**src/hdl/ookt_pkg.sv**
```systemverilog
// ookt_pkg: shared types and constants for the ook pulse frame transmitter
// no dependencies; used by every module of the block
`timescale 1ns / 1ps

package ookt_pkg;

    localparam int FRAME_BYTES  = 7;
    localparam int FRAME_BITS   = FRAME_BYTES * 8;
    localparam int SYNC_PULSES_DEF = 8;
    localparam int WIDTH_BITS   = 16;
    localparam int PADDR_BITS   = 5;
    localparam int PDATA_BITS   = 32;

    localparam logic [WIDTH_BITS-1:0] SHORT_BIT_RST  = 16'd210;
    localparam logic [WIDTH_BITS-1:0] LONG_BIT_RST   = 16'd401;
    localparam logic [WIDTH_BITS-1:0] PRE_SYNC_RST   = 16'd207;
    localparam logic [WIDTH_BITS-1:0] LONG_SYNC_RST  = 16'd2205;
    localparam logic [WIDTH_BITS-1:0] SHORT_SYNC_RST = 16'd606;

    // register indexes on the apb port
    localparam logic [2:0] REG_SHORT_BIT  = 3'd0;
    localparam logic [2:0] REG_LONG_BIT   = 3'd1;
    localparam logic [2:0] REG_PRE_SYNC   = 3'd2;
    localparam logic [2:0] REG_LONG_SYNC  = 3'd3;
    localparam logic [2:0] REG_SHORT_SYNC = 3'd4;

    // item opcodes
    localparam logic OP_TICK  = 1'b0;
    localparam logic OP_START = 1'b1;

    typedef enum logic [2:0] {
        PH_IDLE = 3'd0,
        PH_PRE  = 3'd1,
        PH_HEAD = 3'd2,
        PH_DATA = 3'd3,
        PH_TAIL = 3'd4
    } t_phase;

    typedef struct packed {
        logic [WIDTH_BITS-1:0] short_bit;
        logic [WIDTH_BITS-1:0] long_bit;
        logic [WIDTH_BITS-1:0] pre_sync;
        logic [WIDTH_BITS-1:0] long_sync;
        logic [WIDTH_BITS-1:0] short_sync;
    } t_widths;

    // classified item as it travels from front to back
    typedef struct packed {
        logic                  op;
        logic                  with_pre;
        logic [FRAME_BITS-1:0] frame;
    } t_cmd;

    function automatic logic [7:0] even_par7(input logic [6:0] v);
        even_par7 = {^v, v};
    endfunction

endpackage

```
**src/hdl/ookt_front.sv**
```systemverilog
// ookt_front: accepts input items, classifies them and builds the 7-byte frame
// depends on ookt_pkg; feeds ookt_queue
`timescale 1ns / 1ps

module ookt_front import ookt_pkg::*; (
    input  logic        i_in_valid,
    output logic        o_in_stall,
    input  logic        i_op,
    input  logic [1:0]  i_channel,
    input  logic [6:0]  i_humidity,
    input  logic [13:0] i_temperature,
    input  logic        i_with_preamble,
    input  logic        i_push_ready,
    output logic        o_push,
    output t_cmd        o_cmd
);

    logic [7:0] b0, b3, b4, b5, b6;

    always_comb begin
        b0 = {i_channel, 6'b0};
        b3 = even_par7(i_humidity);
        b4 = even_par7(i_temperature[13:7]);
        b5 = even_par7(i_temperature[6:0]);
        // id bytes are zero so they drop out of the checksum
        b6 = b0 + b3 + b4 + b5;
    end

    always_comb begin
        o_cmd.op       = i_op;
        o_cmd.with_pre = i_with_preamble;
        // ticks carry no frame; zero keeps the queue contents quiet
        o_cmd.frame    = (i_op == OP_START) ? {b0, 8'h00, 8'h00, b3, b4, b5, b6}
                                            : '0;
    end

    assign o_in_stall = !i_push_ready;
    assign o_push     = i_in_valid && i_push_ready;

endmodule

```
**src/hdl/ookt_queue.sv**
```systemverilog
// ookt_queue: two-entry queue of classified items between front and back
// depends on ookt_pkg
`timescale 1ns / 1ps

module ookt_queue import ookt_pkg::*; (
    input  logic i_clk,
    input  logic i_rst_n,
    input  logic i_push,
    input  t_cmd i_cmd,
    output logic o_push_ready,
    input  logic i_pop,
    output logic o_valid,
    output t_cmd o_cmd
);

    t_cmd       r_mem [2];
    logic       r_wptr, r_rptr;
    logic [1:0] r_count;

    assign o_push_ready = (r_count != 2'd2);
    assign o_valid      = (r_count != 2'd0);
    assign o_cmd        = r_mem[r_rptr];

    always_ff @(posedge i_clk) begin
        if (i_push) begin
            r_mem[r_wptr] <= i_cmd;
        end
    end

    always_ff @(posedge i_clk) begin
        if (!i_rst_n) begin
            r_wptr  <= 1'b0;
            r_rptr  <= 1'b0;
            r_count <= 2'd0;
        end else begin
            if (i_push) begin
                r_wptr <= !r_wptr;
            end
            if (i_pop) begin
                r_rptr <= !r_rptr;
            end
            case ({i_push, i_pop})
                2'b10:   r_count <= r_count + 2'd1;
                2'b01:   r_count <= r_count - 2'd1;
                default: r_count <= r_count;
            endcase
        end
    end

endmodule

```
**src/hdl/ookt_back.sv**
```systemverilog
// ookt_back: pulse sequencer that carries out ticks and starts, plus result register
// depends on ookt_pkg; takes items from ookt_queue
`timescale 1ns / 1ps

module ookt_back import ookt_pkg::*; #(
    parameter int SYNC_PULSES = SYNC_PULSES_DEF
) (
    input  logic    i_clk,
    input  logic    i_rst_n,
    input  t_widths i_widths,
    input  logic    i_q_valid,
    input  t_cmd    i_q_cmd,
    output logic    o_pop,
    output logic    o_out_valid,
    input  logic    i_out_stall,
    output logic    o_line_level,
    output logic    o_edge_res,
    output logic    o_busy_res,
    output logic    o_frame_done
);

    localparam logic [6:0] SYNC_LAST = 7'(SYNC_PULSES + 2);
    localparam logic [6:0] DATA_LAST = 7'(FRAME_BITS * 2);

    t_phase                r_phase, n_phase;
    logic                  r_level, n_level;
    logic                  r_busy, n_busy;
    logic [6:0]            r_pidx, n_pidx;
    logic [WIDTH_BITS-1:0] r_elapsed, n_elapsed;
    logic [FRAME_BITS-1:0] r_frame, n_frame;
    logic                  r_out_valid;
    logic                  r_edge, n_edge;
    logic                  r_done, n_done;

    logic [WIDTH_BITS-1:0] cur_width, sync_w, elapsed_inc;
    logic [6:0]            pidx_inc;
    logic                  cur_bit;

    assign o_pop        = i_q_valid && (!r_out_valid || !i_out_stall);
    assign o_out_valid  = r_out_valid;
    assign o_line_level = r_level;
    assign o_busy_res   = r_busy;
    assign o_edge_res   = r_edge;
    assign o_frame_done = r_done;

    always_comb begin
        cur_bit = r_frame[FRAME_BITS-1];
        case (r_pidx)
            7'd0:    sync_w = i_widths.pre_sync;
            7'd1:    sync_w = i_widths.long_sync;
            default: sync_w = i_widths.short_sync;
        endcase
        case (r_phase)
            PH_PRE:  cur_width = (r_pidx == 7'd0) ? i_widths.short_bit : i_widths.long_bit;
            PH_HEAD,
            PH_TAIL: cur_width = sync_w;
            default: begin
                // data bit: 1 is long then short, 0 is short then long
                if (r_pidx[0] == cur_bit) begin
                    cur_width = i_widths.short_bit;
                end else begin
                    cur_width = i_widths.long_bit;
                end
            end
        endcase
        elapsed_inc = r_elapsed + 16'd1;
        pidx_inc    = r_pidx + 7'd1;
    end

    always_comb begin
        n_phase   = r_phase;
        n_level   = r_level;
        n_busy    = r_busy;
        n_pidx    = r_pidx;
        n_elapsed = r_elapsed;
        n_frame   = r_frame;
        n_edge    = 1'b0;
        n_done    = 1'b0;
        if (i_q_cmd.op == OP_START) begin
            if (!r_busy) begin
                n_frame   = i_q_cmd.frame;
                n_busy    = 1'b1;
                n_phase   = i_q_cmd.with_pre ? PH_PRE : PH_HEAD;
                n_pidx    = 7'd0;
                n_elapsed = '0;
            end
        end else if (r_busy) begin
            case (r_phase)
                PH_PRE, PH_HEAD, PH_DATA, PH_TAIL: begin
                    n_elapsed = elapsed_inc;
                    if (elapsed_inc >= cur_width) begin
                        n_level   = !r_level;
                        n_edge    = 1'b1;
                        n_elapsed = '0;
                        n_pidx    = pidx_inc;
                        if (r_phase == PH_DATA && r_pidx[0]) begin
                            n_frame = {r_frame[FRAME_BITS-2:0], 1'b0};
                        end
                        if (r_phase == PH_PRE && pidx_inc == 7'd2) begin
                            n_phase = PH_HEAD;
                            n_pidx  = 7'd0;
                        end else if (r_phase == PH_HEAD && pidx_inc == SYNC_LAST) begin
                            n_phase = PH_DATA;
                            n_pidx  = 7'd0;
                        end else if (r_phase == PH_DATA && pidx_inc == DATA_LAST) begin
                            n_phase = PH_TAIL;
                            n_pidx  = 7'd0;
                        end else if (r_phase == PH_TAIL && pidx_inc == SYNC_LAST) begin
                            n_phase = PH_IDLE;
                            n_pidx  = 7'd0;
                            n_busy  = 1'b0;
                            n_done  = 1'b1;
                        end
                    end
                end
                default: begin
                    // idle or unused phase code while busy: drop back to idle
                    n_busy    = 1'b0;
                    n_phase   = PH_IDLE;
                    n_pidx    = 7'd0;
                    n_elapsed = '0;
                end
            endcase
        end
    end

    always_ff @(posedge i_clk) begin
        if (!i_rst_n) begin
            r_phase     <= PH_IDLE;
            r_level     <= 1'b1;
            r_busy      <= 1'b0;
            r_pidx      <= 7'd0;
            r_elapsed   <= '0;
            r_frame     <= '0;
            r_out_valid <= 1'b0;
            r_edge      <= 1'b0;
            r_done      <= 1'b0;
        end else begin
            if (o_pop) begin
                r_phase   <= n_phase;
                r_level   <= n_level;
                r_busy    <= n_busy;
                r_pidx    <= n_pidx;
                r_elapsed <= n_elapsed;
                r_frame   <= n_frame;
                r_edge    <= n_edge;
                r_done    <= n_done;
                r_out_valid <= 1'b1;
            end else if (!i_out_stall) begin
                r_out_valid <= 1'b0;
            end
        end
    end

endmodule

```
**src/hdl/ook_pulse_frame_transmitter_unit.sv**
```systemverilog
// ook_pulse_frame_transmitter_unit: top level with apb width registers
// depends on ookt_pkg, ookt_front, ookt_queue, ookt_back
`timescale 1ns / 1ps

// Usage
// Input channel (i_in_valid / o_in_stall): one beat per item. op 0 is a one
// microsecond tick, op 1 starts a frame using channel, humidity, temperature
// and with_preamble. A start while a frame is in flight is ignored.
// Output channel (o_out_valid / i_out_stall): exactly one result beat per
// input beat, in order: line level, edge flag, busy flag, frame-done flag.
// Throughput is one item per cycle while the receiver does not stall; a
// result is registered after its input beat is taken (the beat lands in the
// queue, then passes the pulse sequencer into the result register). The
// two-entry queue lets input beats keep flowing while a result waits; when
// the receiver stalls, the queue fills and o_in_stall rises once both of
// its entries hold beats.
// Pulse widths are set over the apb port (5 registers, 16 bits each, at
// byte addresses 0,4,8,12,16); write them only while no frame is running.
// Reset (synchronous, active low) restores default widths, sets the line
// high, empties the queue and leaves the sequencer idle.

module ook_pulse_frame_transmitter_unit import ookt_pkg::*; #(
    parameter int SYNC_PULSES = SYNC_PULSES_DEF
) (
    input  logic                  i_clk,
    input  logic                  i_rst_n,
    input  logic                  i_in_valid,
    output logic                  o_in_stall,
    input  logic                  i_op,
    input  logic [1:0]            i_channel,
    input  logic [6:0]            i_humidity,
    input  logic [13:0]           i_temperature,
    input  logic                  i_with_preamble,
    output logic                  o_out_valid,
    input  logic                  i_out_stall,
    output logic                  o_line_level,
    output logic                  o_edge_res,
    output logic                  o_busy_res,
    output logic                  o_frame_done,
    input  logic                  psel,
    input  logic                  penable,
    input  logic                  pwrite,
    input  logic [PADDR_BITS-1:0] paddr,
    input  logic [PDATA_BITS-1:0] pwdata,
    output logic [PDATA_BITS-1:0] prdata,
    output logic                  pready
);

    t_widths    r_widths;
    logic       push, push_ready, q_valid, pop;
    t_cmd       f_cmd, q_cmd;
    logic [2:0] reg_idx;
    logic       wr_en;

    assign pready  = 1'b1;
    assign reg_idx = paddr[PADDR_BITS-1:2];
    assign wr_en   = psel && penable && pwrite;

    always_ff @(posedge i_clk) begin
        if (!i_rst_n) begin
            r_widths.short_bit  <= SHORT_BIT_RST;
            r_widths.long_bit   <= LONG_BIT_RST;
            r_widths.pre_sync   <= PRE_SYNC_RST;
            r_widths.long_sync  <= LONG_SYNC_RST;
            r_widths.short_sync <= SHORT_SYNC_RST;
        end else if (wr_en) begin
            case (reg_idx)
                REG_SHORT_BIT:  r_widths.short_bit  <= pwdata[WIDTH_BITS-1:0];
                REG_LONG_BIT:   r_widths.long_bit   <= pwdata[WIDTH_BITS-1:0];
                REG_PRE_SYNC:   r_widths.pre_sync   <= pwdata[WIDTH_BITS-1:0];
                REG_LONG_SYNC:  r_widths.long_sync  <= pwdata[WIDTH_BITS-1:0];
                REG_SHORT_SYNC: r_widths.short_sync <= pwdata[WIDTH_BITS-1:0];
                default: ;
            endcase
        end
    end

    always_comb begin
        case (reg_idx)
            REG_SHORT_BIT:  prdata = {16'h0, r_widths.short_bit};
            REG_LONG_BIT:   prdata = {16'h0, r_widths.long_bit};
            REG_PRE_SYNC:   prdata = {16'h0, r_widths.pre_sync};
            REG_LONG_SYNC:  prdata = {16'h0, r_widths.long_sync};
            REG_SHORT_SYNC: prdata = {16'h0, r_widths.short_sync};
            default:        prdata = '0;
        endcase
    end

    ookt_front u_front (
        .i_in_valid      (i_in_valid),
        .o_in_stall      (o_in_stall),
        .i_op            (i_op),
        .i_channel       (i_channel),
        .i_humidity      (i_humidity),
        .i_temperature   (i_temperature),
        .i_with_preamble (i_with_preamble),
        .i_push_ready    (push_ready),
        .o_push          (push),
        .o_cmd           (f_cmd)
    );

    ookt_queue u_queue (
        .i_clk        (i_clk),
        .i_rst_n      (i_rst_n),
        .i_push       (push),
        .i_cmd        (f_cmd),
        .o_push_ready (push_ready),
        .i_pop        (pop),
        .o_valid      (q_valid),
        .o_cmd        (q_cmd)
    );

    ookt_back #(
        .SYNC_PULSES (SYNC_PULSES)
    ) u_back (
        .i_clk        (i_clk),
        .i_rst_n      (i_rst_n),
        .i_widths     (r_widths),
        .i_q_valid    (q_valid),
        .i_q_cmd      (q_cmd),
        .o_pop        (pop),
        .o_out_valid  (o_out_valid),
        .i_out_stall  (i_out_stall),
        .o_line_level (o_line_level),
        .o_edge_res   (o_edge_res),
        .o_busy_res   (o_busy_res),
        .o_frame_done (o_frame_done)
    );

endmodule

```
**config.mk**
```make
export PLATFORM = sky130hd
export DESIGN_NAME = ook_pulse_frame_transmitter_unit
export DESIGN_NICKNAME = d
export VERILOG_FILES = /design/src/hdl/ookt_pkg.sv /design/src/hdl/ookt_front.sv /design/src/hdl/ookt_queue.sv /design/src/hdl/ookt_back.sv /design/src/hdl/ook_pulse_frame_transmitter_unit.sv
export SDC_FILE = /design/constraint.sdc
export NUM_CORES = 1
export LEC_CHECK = 0
export BUFFER_PORTS_ARGS = -buffer_cell sky130_fd_sc_hd__buf_2
export CAP_MARGIN = 40
export CORE_MARGIN = 2
export CORE_UTILIZATION = 62
export CTS_CLUSTER_DIAMETER = 120
export CTS_CLUSTER_SIZE = 14
export DETAILED_ROUTE_END_ITERATION = 10
export PLACE_DENSITY = 0.85
export SYNTH_ARGS = -nofsm -noshare
export SYNTH_HDL_FRONTEND = slang
export SYNTH_HIERARCHICAL = 1
export SYNTH_SLANG_ARGS = --single-unit
```
**constraint.sdc**
```tcl
create_clock -name i_clk -period 4.89 [get_ports i_clk]
set_input_delay 0.978 -clock i_clk [delete_from_list [all_inputs] [get_ports i_clk]]
set_output_delay 0.978 -clock i_clk [all_outputs]
set_load 0.01 [all_outputs]
```
==> After elaboration in Yosys (flattened, before gate mapping) <==
Memories as Yosys holds them, arrays and structs flattened. A register that Yosys moved wholly into a read port is not among the register bits.
Cells that the tools add are included.
{ "classes": {"n_addsub": 7, "multipliers": 0, "div": 0, "order_cmp": 1, "n_eq_ne": 20, "shifts": 0, "mux": 63, "n_bitwise": 1, "n_reduce_logical": 39} }
{ "op_table": {"columns": ["cell", "n"], "rows": [
  ["$mux W56", 7],
  ["$mux W16", 7],
  ["$pmux W16 S5", 1],
  ["$pmux W16 S2", 2],
  ["$mux W7", 9],
  ["$mux W3", 9],
  ["$mux W1", 26],
  ["$add A8 B8 Y8", 3],
  ["$reduce_xor A7 Y1", 3],
  ["$add A16 B1 Y16 const B", 1],
  ["$ge A16 B16 Y1", 1],
  ["$eq A3 B2 Y1 const B", 4],
  ["$reduce_bool A2 Y1", 6],
  ["$reduce_and A2 Y1", 5],
  ["$reduce_and A5 Y1", 2],
  ["$logic_and A1 B1 Y1", 9],
  ["$add A7 B1 Y7 const B", 1],
  ["$eq A7 B1 Y1 const B", 1],
  ["$eq A7 B2 Y1 const B", 1],
  ["$eq A7 B4 Y1 const B", 1],
  ["$eq A7 B7 Y1 const B", 1],
  ["$logic_not A7 Y1", 1],
  ["$eq A3 B1 Y1 const B", 2],
  ["$eq A3 B3 Y1 const B", 2],
  ["20 further kinds", 26]
]} }
{ "word_totals": {"regBits": 171, "latchBits": 0, "ram_bits": 116, "rom_bits": 0, "inputBits": 69, "output_inout_bits": 39, "wordCells": 149, "n_memories": 1} }
{ "memory_table": {"columns": ["memory", "words", "width", "read_ports", "rd_clocked_by_memory_dff", "write_ports", "line_no", "text"], "rows": [
  ["u_queue.r_mem", 2, 58, 1, 1, 1, "ookt_queue.sv:16", "t_cmd r_mem [2];"]
]} }

==> Depth between registers and ports, before layout <==
Gate-level depths: netlist of the first run.
{ "logic_depth": {"depth_word": 11, "ltp_mapped": 19, "ltp_nobuf": 15} }

==> Hierarchy <==
Netlist of the first run, hierarchy kept.
{ "by_module_without_submodules": {"columns": ["mod", "n_inst", "cells_each", "area_each_um2", "seq_area_each_um2"], "rows": [
  ["ookt_back", 1, 813, 5947.0, 1741.7],
  ["ookt_queue", 1, 202, 4395.5, 3583.4],
  ["ook_pulse_frame_transmitter_unit", 1, 401, 3828.7, 1601.5],
  ["ookt_front", 1, 144, 1114.8, 0.0]
]} }

==> Worst setup path before layout of the first run <==
No wires, ideal clock.
{ "synth_timing": {"kind": "in2reg", "from": "input port i_in_valid", "to": "memory u_queue/r_mem[0][0] (netlist bit), enable pin", "t_arrival_ns": 3.647, "required_ns": 4.414, "setup_slack_ns": 0.767, "cell_stages": 3, "path_buffers": 0, "cell_sequence": "and2_1 -> inv_1 -> nor2_1"} }
{ "synth_via": {"elab_chain_len": 3} }
{ "synth_rtl": {"columns": ["item", "line_no", "text"], "rows": [
  ["start, declared", "ook_pulse_frame_transmitter_unit.sv:27", "input logic i_in_valid,"],
  ["$logic_and A1 B1 Y1", "ookt_front.sv:38", "assign o_push = i_in_valid && i_push_ready;"],
  ["$mux W1", "ookt_queue.sv:25", "if (i_push) begin"],
  ["$mux W1 (implied by the code)", "ookt_queue.sv:26", "r_mem[r_wptr] <= i_cmd;"],
  ["end, declared", "ookt_queue.sv:16", null]
]} }
No other way between the ends.

==> Worst setup path in the final report of the first run <==
{ "layout_timing": {"from": "register u_back.r_pidx[4]", "to": "register u_back.r_frame[19]"} }
{ "layout_via": {"elab_chain_len": 6} }
{ "layout_rtl": {"columns": ["item", "line_no", "text"], "rows": [
  ["start, declared", "ookt_back.sv:28", "logic [6:0] r_pidx, n_pidx;"],
  ["start signal, assigned", "ookt_back.sv:143", "r_pidx <= n_pidx;"],
  ["$eq A7 B1 Y1 / $logic_not A7 Y1 (equally long branches)", "ookt_back.sv:48, ookt_back.sv:54", null],
  ["$pmux W16 S2 / $mux W16 (equally long branches)", "ookt_back.sv:48, ookt_back.sv:54", null],
  ["$pmux W16 S2 *", "ookt_back.sv:53", "case (r_phase)"],
  ["$ge A16 B16 Y1 *", "ookt_back.sv:91", "if (elapsed_inc >= cur_width) begin"],
  ["$reduce_bool A2 Y1 (no source line) *", null, null],
  ["$reduce_and A6 Y1 (no source line) *", null, null],
  ["end signal, assigned", "ookt_back.sv:145", "r_frame <= n_frame;"],
  ["end, declared", "ookt_back.sv:30", "logic [FRAME_BITS-1:0] r_frame, n_frame;"]
]} }
Mark *: on every way between the ends. The rest lies on a longest branch, timed or not.
A chain may end at the register's enable or synchronous reset.

==> flow_summary.toml, run 1 <==
[status]
status = "finished clean"

[timing]
max_freq_ghz = 0.233
fin_worst_skew_ps = 19.2
hold_viol = 0
rsz0062_at_grt = "no"
maxSlewViolCount = 0
finalCritPeriodShare_pct = 87.7
holdWs_ps = 474
finalSetupViolCount = 0
finalWorstSetupSlack_ps = 602
slew_headroom_pct = 39.4
worstMarginPinSlew_ps = 907
tns_ps = 0
period_minus_slack_ps = 4290

[critical_path]
worstReg2RegEnd = "u_back/r_frame[19]"
critPathKind = "flop to flop"
path_cells = "nor2_1 > nor4b_1 > and2_1 > o21ai_1 > buf_12 > a222oi_1 > o21a_1 > ha_1 > a211oi_1 > o21ai_0 > o2111ai_1 > o211ai_4 > buf_12 > buf_4 > nor3b_1 > a31oi_1 > a21oi_1"
crit_slowest_cell = "nor4b_1"
r2r_slack_ps = 600
crit_start = "u_back/r_pidx[4]"
critPathCaptureType = "flop"
crit_top_cell = "buf_12"
start_kind = "flop"
cp_max_fo = 16
r2r_cells = 17
r2r-start = "u_back/r_pidx[4]"
critPathBufInv = 3
max_stage_delay_ps = 450
arrival_ps = 4760
cp_top_family = "compound AO/OA/AOI/OAI gates"
cp.required_ps = 5360

[finish]
drive_gt1_share_pct = 10.7
fillers = 1786
final_util_pct = 68.1
ff_latch_area_um2 = 6930
nNetsFinal = 1694
multi_input_area_um2 = 7510
area_growth_pct = 8.00
diodes = 0

[clock_network]
insertion_delay_ps = 540
clkTransAtPathRegs_ps = 70
root_buffer = "clkbuf_16"
postCtsSetupBuffers = 0
post_cts_resized = 0
cts_inserted_buffers = 24
postCtsHoldBufs = 0
clock_path_buffers = 3
cts_tree = "built"
cts_sinks = 288
htree_levels = 1

[routing]
drt_first_pass_iters = 6
vias_per_cell = 6.07
drc = 0
routed_wl_um = 33800
ant_nets = 0
drtIter0Drc = 1108
wl_per_cell_um = 17.6
vias = 11600

[global_route]
grt-ovfl-total = 0
grt_max_degree = 105
grt_pass1_vias = 11400
antenna_found_initial = 0
track_usage_pct = 25.7
grt_pass1_wl_um = 55400

[logic_synthesis]
yosysSeqAreaShare_pct = 45.3
syn_inst = 1560
avgSynthCellArea_um2 = 9.80
synth_seq_cells = 288
yosys_warnings = 6
syn_area_um2 = 15300
synth_edf_count = 116
synth_flop_cell = "dfxtp_1"
yosys.cell_types.count = 74
async_flop_share_pct = 0

[floorplanning]
dieWidth_um = 161
die_h_um = 161
initial_core_util_pct = 63.0
die-area_um2 = 25900
ios = 108
core_um2 = 24200
rows = 57

[placement]
port_buffers = 72
gp_congestion = 0.861
dp_slack_ps = 810
dp_hpwl_um = 21500

[job]
maxCapViolations = 0

[pwr]
power_density_nw_per_um2 = 404
p_leak_nw = 6.32
ir_drop_mv = 0.351

[min_path]
whs_endpoint = "u_back/o_edge_res"
hold_class = "flop to flop"
min_path_cells = 2
hold_path.startpoint = "u_back/o_edge_res"
metal layers:
metal	vias up	GRT usage (%)	wire length, µm
li1	5545	-	-
met1	5588	32.4	13700
met2	431	45.5	17000
met3	80	3.85	2120
met4	0	8.69	905
met5	-	0	0
cells by family (layout without fill, tap and decap cells):
family / after synthesis / count (layout) / synth area share (%)
compound gates: 346 / 346 / 14.2
xor+xnor: 53 / 53 / 3.23
fa+ha+maj: 44 / 44 / 4.04
buf+inv: 199 / 196 / 6.65
flops: 288 / 288 / 45.3
mux: 149 / 149 / 10.4
other cells: 3 / 39 / 0.0737
simple gates: 478 / 478 / 16.1
report_power, final:
part | total [mW] | switching [mW] | internal [mW]
logic | 1.99 | 1.22 | 0.768
registers | 2.92 | 0.134 | 2.79
clock network | 1.76 | 0.849 | 0.915
placed cells by master, fill, tap and decap left out, types with 57 or more instances in the layout:
master,n
edfxtp_1,116
mux2_1,73
dfxtp_1,171
nor2_1,78
buf_2,72
mux2i_1,74
nor3b_1,57
nand2_1,176
a21oi_1,145
a31oi_1,59
registers in the layout, summed over array words and instances (netlist names), 2 cells and up, named ones only:
signal / cells
u_queue/r_count: 2
u_back/r_phase: 3
u_queue/r_mem: 116
u_back/r_frame: 56
u_back/r_pidx: 7
u_back/r_elapsed: 16
r_widths: 80
area by class of cell:
class,instances,area share [%]
clock buffers,36,3.91
clock inverters,2,0.235
inverters,47,1.07
multi-input cells,1109,45.5
flip-flops and latches,288,42.0
well taps,324,2.46
repair buffers,111,4.85
stage by stage:
stage	area (µm²)	instances	power, mW
after floorplan	15400	1596	4.42
after global placement	15700	1873	4.81
after detailed placement	15800	1879	4.92
after CTS	16500	1917	6.68
after global routing	16500	1917	7.00
final	16500	1917	6.68
synthesized netlist by cell type (7+ instances only):
cell	n	area share [%]
nor3b_1	57	2.8
and2_1	40	1.6
buf_4	45	2.2
xnor2_1	32	1.8
ha_1	35	2.9
o21a_1	12	0.59
o211ai_1	9	0.44
a21oi_1	145	4.7
o22ai_1	17	0.70
fa_1	9	1.2
inv_1	45	1.1
nand3_1	28	0.92
xor2_1	18	1.0
nand2_1	176	4.3
a222oi_1	7	0.46
nor3_1	8	0.26
buf_6	8	0.59
nor2_1	80	2.0
mux2i_1	74	4.8
a221oi_1	9	0.52
buf_2	33	1.1
a31oi_1	59	2.4
edfxtp_1	116	23
clkbuf_1	64	1.6
o21ai_0	14	0.46
nand4_1	9	0.37
a22oi_1	49	2.4
nor2b_1	33	1.4
dfxtp_1	172	23
mux2_1	74	5.5
worst min-delay path: stages, from the launching register on:
cell and delay (ps):
dfxtp_1 320, nand2_1 50, a21oi_1 60
worst max-delay path by stage:
stage	to	slack, ps	depth (start not counted)
detailed placement	u_back/r_phase[1]	810	16
global route	u_back/r_phase[1]	320	16
finish	u_back/r_frame[19]	600	17
global placement	u_back/r_frame[34]	880	16
floorplan	u_queue/r_mem[0][0]	770	3
CTS	u_back/r_phase[1]	720	16
(Power assumes the default switching activity.)
==> run 2, diff against run 1 <==
REMOVE_ABC_BUFFERS = 1   (was not set)
==> run 2 against run 1 <==
  * First-iteration DRC count is 18% higher
  * Flip-flop and latch count stayed put
  * Fmax shrank 2.5%
  * Highest routed layer unchanged
  * Largest cell class unchanged
  * Largest power group unchanged
  * Via count barely moved
  * Clock power about the same
  * Count of clock-buffer cells in the layout up 2
  * Hold slack worse by 23 ps
  * Clock skew fell by 6.2 ps
  * Design area fell by 0.90%
  * Critical path depth unchanged
  * Die area is the same
  * Combinational power is 2% lower
==> flow_summary.toml, run 2 (synthesis gave the netlist of run 1 again) <==
[status]
status = "finished clean"

[timing]
finalSetupViolCount = 0
slew_headroom_pct = 39.9
rsz0062_at_grt = "no"
hold_viol = 0
finalCritPeriodShare_pct = 90.0
holdWs_ps = 452
worstMarginPinSlew_ps = 901
fin_worst_skew_ps = 13.0
tns_ps = 0
max_freq_ghz = 0.227
finalWorstSetupSlack_ps = 491
maxSlewViolCount = 0
period_minus_slack_ps = 4400

[clock_network]
clock_path_buffers = 3
cts_tree = "built"
postCtsHoldBufs = 0
insertion_delay_ps = 530
postCtsSetupBuffers = 0
cts_inserted_buffers = 24
post_cts_resized = 0
htree_levels = 1
cts_sinks = 288
clkTransAtPathRegs_ps = 70
root_buffer = "clkbuf_16"

[critical_path]
critPathCaptureType = "flop"
start_kind = "flop"
cp_max_fo = 68
r2r-start = "u_back/r_pidx[4]"
critPathKind = "flop to flop"
r2r_cells = 17
r2r_slack_ps = 490
arrival_ps = 4860
worstReg2RegEnd = "u_back/r_elapsed[14]"
cp.required_ps = 5350

[finish]
instances_no_fill = 1908
final_common_cell = "nand2_1"
largest_reg_flops = 116
fillers = 1862
ff_latch_area_um2 = 6930
top_regs = "u_queue/r_mem: 116 flops, r_widths: 80 flops, u_back/r_frame: 56 flops"
stdcell_area_um2 = 16400
diodes = 0
final_cell_mix = "nand2_1 (176), dfxtp_1 (171), a21oi_1 (145)"
nNetsFinal = 1683
area_growth_pct = 7.02
drive_gt1_share_pct = 10.0
multi_input_area_um2 = 7510
largest_register = "u_queue/r_mem"

[min_path]
whs_endpoint = "u_back/o_edge_res"
hold_path.startpoint = "u_back/o_edge_res"
min_path_cells = 2
hold_class = "flop to flop"

[routing]
routed_wl_um = 34100
vias = 11600
drt_first_pass_iters = 6
drc = 0
vias_per_cell = 6.10
wl_per_cell_um = 17.9
drtIter0Drc = 1307
ant_nets = 0

[floorplanning]
dieWidth_um = 161
ios = 108
core_um2 = 24200
die_h_um = 161
initial_core_util_pct = 63.0
die-area_um2 = 25900
rows = 57

[global_route]
grt-ovfl-total = 0
antenna_found_initial = 0
grt_pass1_wl_um = 55700
track_usage_pct = 25.8
grt_max_degree = 84
grt_pass1_vias = 11200

[placement]
place_inst = 1868
port_buffers = 72
place_area_um2 = 15700
dp_hpwl_um = 21400
gp_congestion = 0.892
dp_slack_ps = 645

[job]
maxCapViolations = 0

[pwr]
power_density_nw_per_um2 = 405
p_leak_nw = 6.24
ir_drop_mv = 0.397
[run 2: cell types whose count changed in the layout (fill, tap and decap cells not counted)]
cell and delta:
buf_12 -5, buf_4 -5, clkbuf_1 +2, buf_2 -1, clkinv_16 -1, clkinv_8 +1
[run 2: through the flow]
step	utilization, %	power (mW)
after floorplan	-	4.29
after global placement	64.4	4.78
after detailed placement	64.7	4.88
after CTS	67.5	6.64
after global routing	67.5	6.96
final	67.5	6.63
[run 2: routing by layer]
| metal | GRT usage [%] | vias up | wire length (µm) |
|---|---|---|---|
| met1 | 34.7 | 5581 | 14200 |
| met4 | 7.87 | 0 | 685 |
| met2 | 43.8 | 471 | 16700 |
| met3 | 3.13 | 63 | 2540 |
| li1 | - | 5518 | - |
| met5 | 0 | - | 0 |
[run 2: how the worst max path moves through the flow]
| stage | startpoint | to | slack, ps | cells after the start |
|---|---|---|---|---|
| 2_1_floorplan | flop | u_back/r_frame[55] | -1800 | 7 |
| 3_3_place_gp | u_back/r_pidx[4] | u_back/r_elapsed[5] | 730 | 17 |
| 3_5_place_dp | u_back/r_pidx[4] | u_back/r_elapsed[5] | 650 | 17 |
| 4_1_cts | u_back/r_pidx[4] | u_back/r_elapsed[14] | 570 | 17 |
| 5_1_grt | u_back/r_pidx[4] | u_back/r_elapsed[5] | 190 | 17 |
| 6_report | u_back/r_pidx[4] | u_back/r_elapsed[14] | 490 | 17 |
[run 2: layout make-up]
type | instances | share of cell area [%]
inverter | 47 | 1.08
sequential | 288 | 42.3
multi-input combinational | 1109 | 45.9
tap | 324 | 2.48
clock buffer | 38 | 3.99
timing repair buffer | 100 | 4.02
clock inverter | 2 | 0.153
[run 2: power by group]
group	leakage (nW)	switching, mW	internal [mW]	total (mW)
clock	0.323	0.837	0.916	1.75
combinational	3.43	1.22	0.733	1.95
sequential	2.49	0.137	2.79	2.93
total	6.24	2.19	4.44	6.63
[run 2: critical path, stage by stage (launching register included)]
cell	delay [ps]
dfxtp_1	380
nor2_1	190
nor4b_1	400
and2_1	390
o21ai_1	120
buf_4	230
a222oi_1	410
o21ai_1	120
buf_4	170
ha_1	260
nand2b_1	140
a21oi_1	150
o2111a_1	250
o211ai_4	160
buf_12	230
nor3_2	430
a22oi_1	170
nor2_1	130
==> run 3, diff against run 2 <==
BUFFER_PORTS_ARGS = -buffer_cell sky130_fd_sc_hd__clkbuf_2   (was -buffer_cell sky130_fd_sc_hd__buf_2)
==> run 3 against run 2 <==
  * Fmax shrank 0.89%
  * Power rose by 0.38%
  * Via count down 0.50%
  * Flip-flop and latch count unchanged
  * Critical path type unchanged
==> flow_summary.toml, run 3 (synthesis gave the netlist of run 1 again) <==
[clock_network]
cts_inserted_buffers = 24
cts_tree = "built"
clkTransAtPathRegs_ps = 70
insertion_delay_ps = 530
cts_sinks = 288
htree_levels = 1
postCtsSetupBuffers = 0
clock_path_buffers = 3
post_cts_resized = 0
postCtsHoldBufs = 0
root_buffer = "clkbuf_16"

[routing]
ant_nets = 0
vias_per_cell = 6.05
routed_wl_um = 33900
drt_first_pass_iters = 6
drc = 0
drtIter0Drc = 1024
wl_per_cell_um = 17.7
vias = 11600

[finish]
final_cell_mix = "nand2_1 (176), dfxtp_1 (171), a21oi_1 (145)"
largest_reg_flops = 116
top_regs = "u_queue/r_mem: 116 flops, r_widths: 80 flops, u_back/r_frame: 56 flops"
ff_latch_area_um2 = 6930
final_util_pct = 67.9
area_growth_pct = 7.68
multi_input_area_um2 = 7510
drive_gt1_share_pct = 10.4
final_common_cell = "nand2_1"
largest_register = "u_queue/r_mem"
nNetsFinal = 1689
fillers = 1825
diodes = 0
instances_no_fill = 1913
stdcell_area_um2 = 16500

[placement]
gp_congestion = 0.909
dp_hpwl_um = 21800
place_inst = 1874
port_buffers = 72
dp_slack_ps = 606
place_area_um2 = 15800

[critical_path]
max_stage_delay_ps = 410
arrival_ps = 4840
crit_start = "u_back/r_pidx[4]"
r2r-start = "u_back/r_pidx[4]"
crit_slowest_cell = "nor4b_1"
critPathKind = "flop to flop"
cp.required_ps = 5290
cp_top_family = "compound AO/OA/AOI/OAI gates"
crit_end = "u_back/r_frame[2]"
critPathCaptureType = "flop"
worstReg2RegEnd = "u_back/r_frame[2]"
r2r_slack_ps = 450
cp_max_fo = 25
start_kind = "flop"
worst-path-stages = 17
r2r_cells = 17
critPathBufInv = 3
path_cells = "nor2_1 > nor4b_1 > and2_1 > o21ai_1 > buf_4 > a222oi_1 > o21a_1 > ha_1 > o21a_1 > o211ai_1 > a211o_1 > o211ai_4 > buf_12 > buf_12 > nor3b_1 > a31oi_1 > a21oi_1"

[timing]
holdWs_ps = 459
max_freq_ghz = 0.225
rsz0062_at_grt = "no"
finalWorstSetupSlack_ps = 452
slew_headroom_pct = 43.3
maxSlewViolCount = 0
hold_viol = 0
finalCritPeriodShare_pct = 90.8
fin_worst_skew_ps = 11.4
tns_ps = 0
period_minus_slack_ps = 4440
worstMarginPinSlew_ps = 849
finalSetupViolCount = 0

[global_route]
track_usage_pct = 25.8
grt_pass1_vias = 11200
grt_max_degree = 87
grt-ovfl-total = 0
antenna_found_initial = 0
grt_pass1_wl_um = 55500

[pwr]
power_density_nw_per_um2 = 404
power_mw = 6.66
ir_drop_mv = 0.328
p_leak_nw = 6.29

[status]
status = "finished clean"

[min_path]
hold_class = "flop to flop"
hold_path.startpoint = "u_back/o_edge_res"

[floorplanning]
die-area_um2 = 25900
ios = 108
rows = 57
initial_core_util_pct = 63.0
dieWidth_um = 161
die_h_um = 161
core_um2 = 24200

[job]
maxCapViolations = 0
## run 3: changes by cell type in the layout (fill, tap and decap cells not counted)
| cell | delta |
|---|---|
| buf_12 | +2 |
| buf_4 | +3 |
| clkbuf_1 | -1 |
| buf_2 | -71 |
| buf_8 | -1 |
| clkinv_2 | +1 |
| inv_2 | -1 |
| buf_16 | +2 |
| clkbuf_2 | +71 |
## run 3: power by group
group | switching, mW | leakage (nW) | internal (mW)
Clock | 0.840 | 0.322 | 0.913
Sequential | 0.136 | 2.49 | 2.79
Combinational | 1.23 | 3.48 | 0.753
## run 3: worst min-delay path by stage
stage / end / slack [ps] / cells after the start
finish: u_back/o_edge_res / 460 / 2
global placement: u_back/o_edge_res / 450 / 2
floorplan: r_widths[36] / 440 / 2
detailed placement: u_back/o_edge_res / 450 / 2
global route: u_back/o_edge_res / 480 / 2
CTS: u_back/o_edge_res / 460 / 2
## run 3: cell type report
cell class / instances / area share, %
clock buffers: 37 / 3.95
clock inverters: 2 / 0.152
inverters: 47 / 1.08
multi-input cells: 1109 / 45.6
flip-flops and latches: 288 / 42.1
well taps: 324 / 2.46
repair buffers: 106 / 4.62
## run 3: tightest hold or removal path, delay by kind of cell, from the launching register on
kind	cells	cell delay (ps)
simple gates	1	50
flops	1	310
compound gates	1	50
## run 3: per-layer routing
metal / global-route usage (%) / up-vias / wire length, µm
met1: 34.8 / 5488 / 14200
met3: 3.54 / 82 / 2470
met2: 43.2 / 462 / 16300
met4: 8.85 / 0 / 890
met5: 0 / - / 0
li1: - / 5543 / -
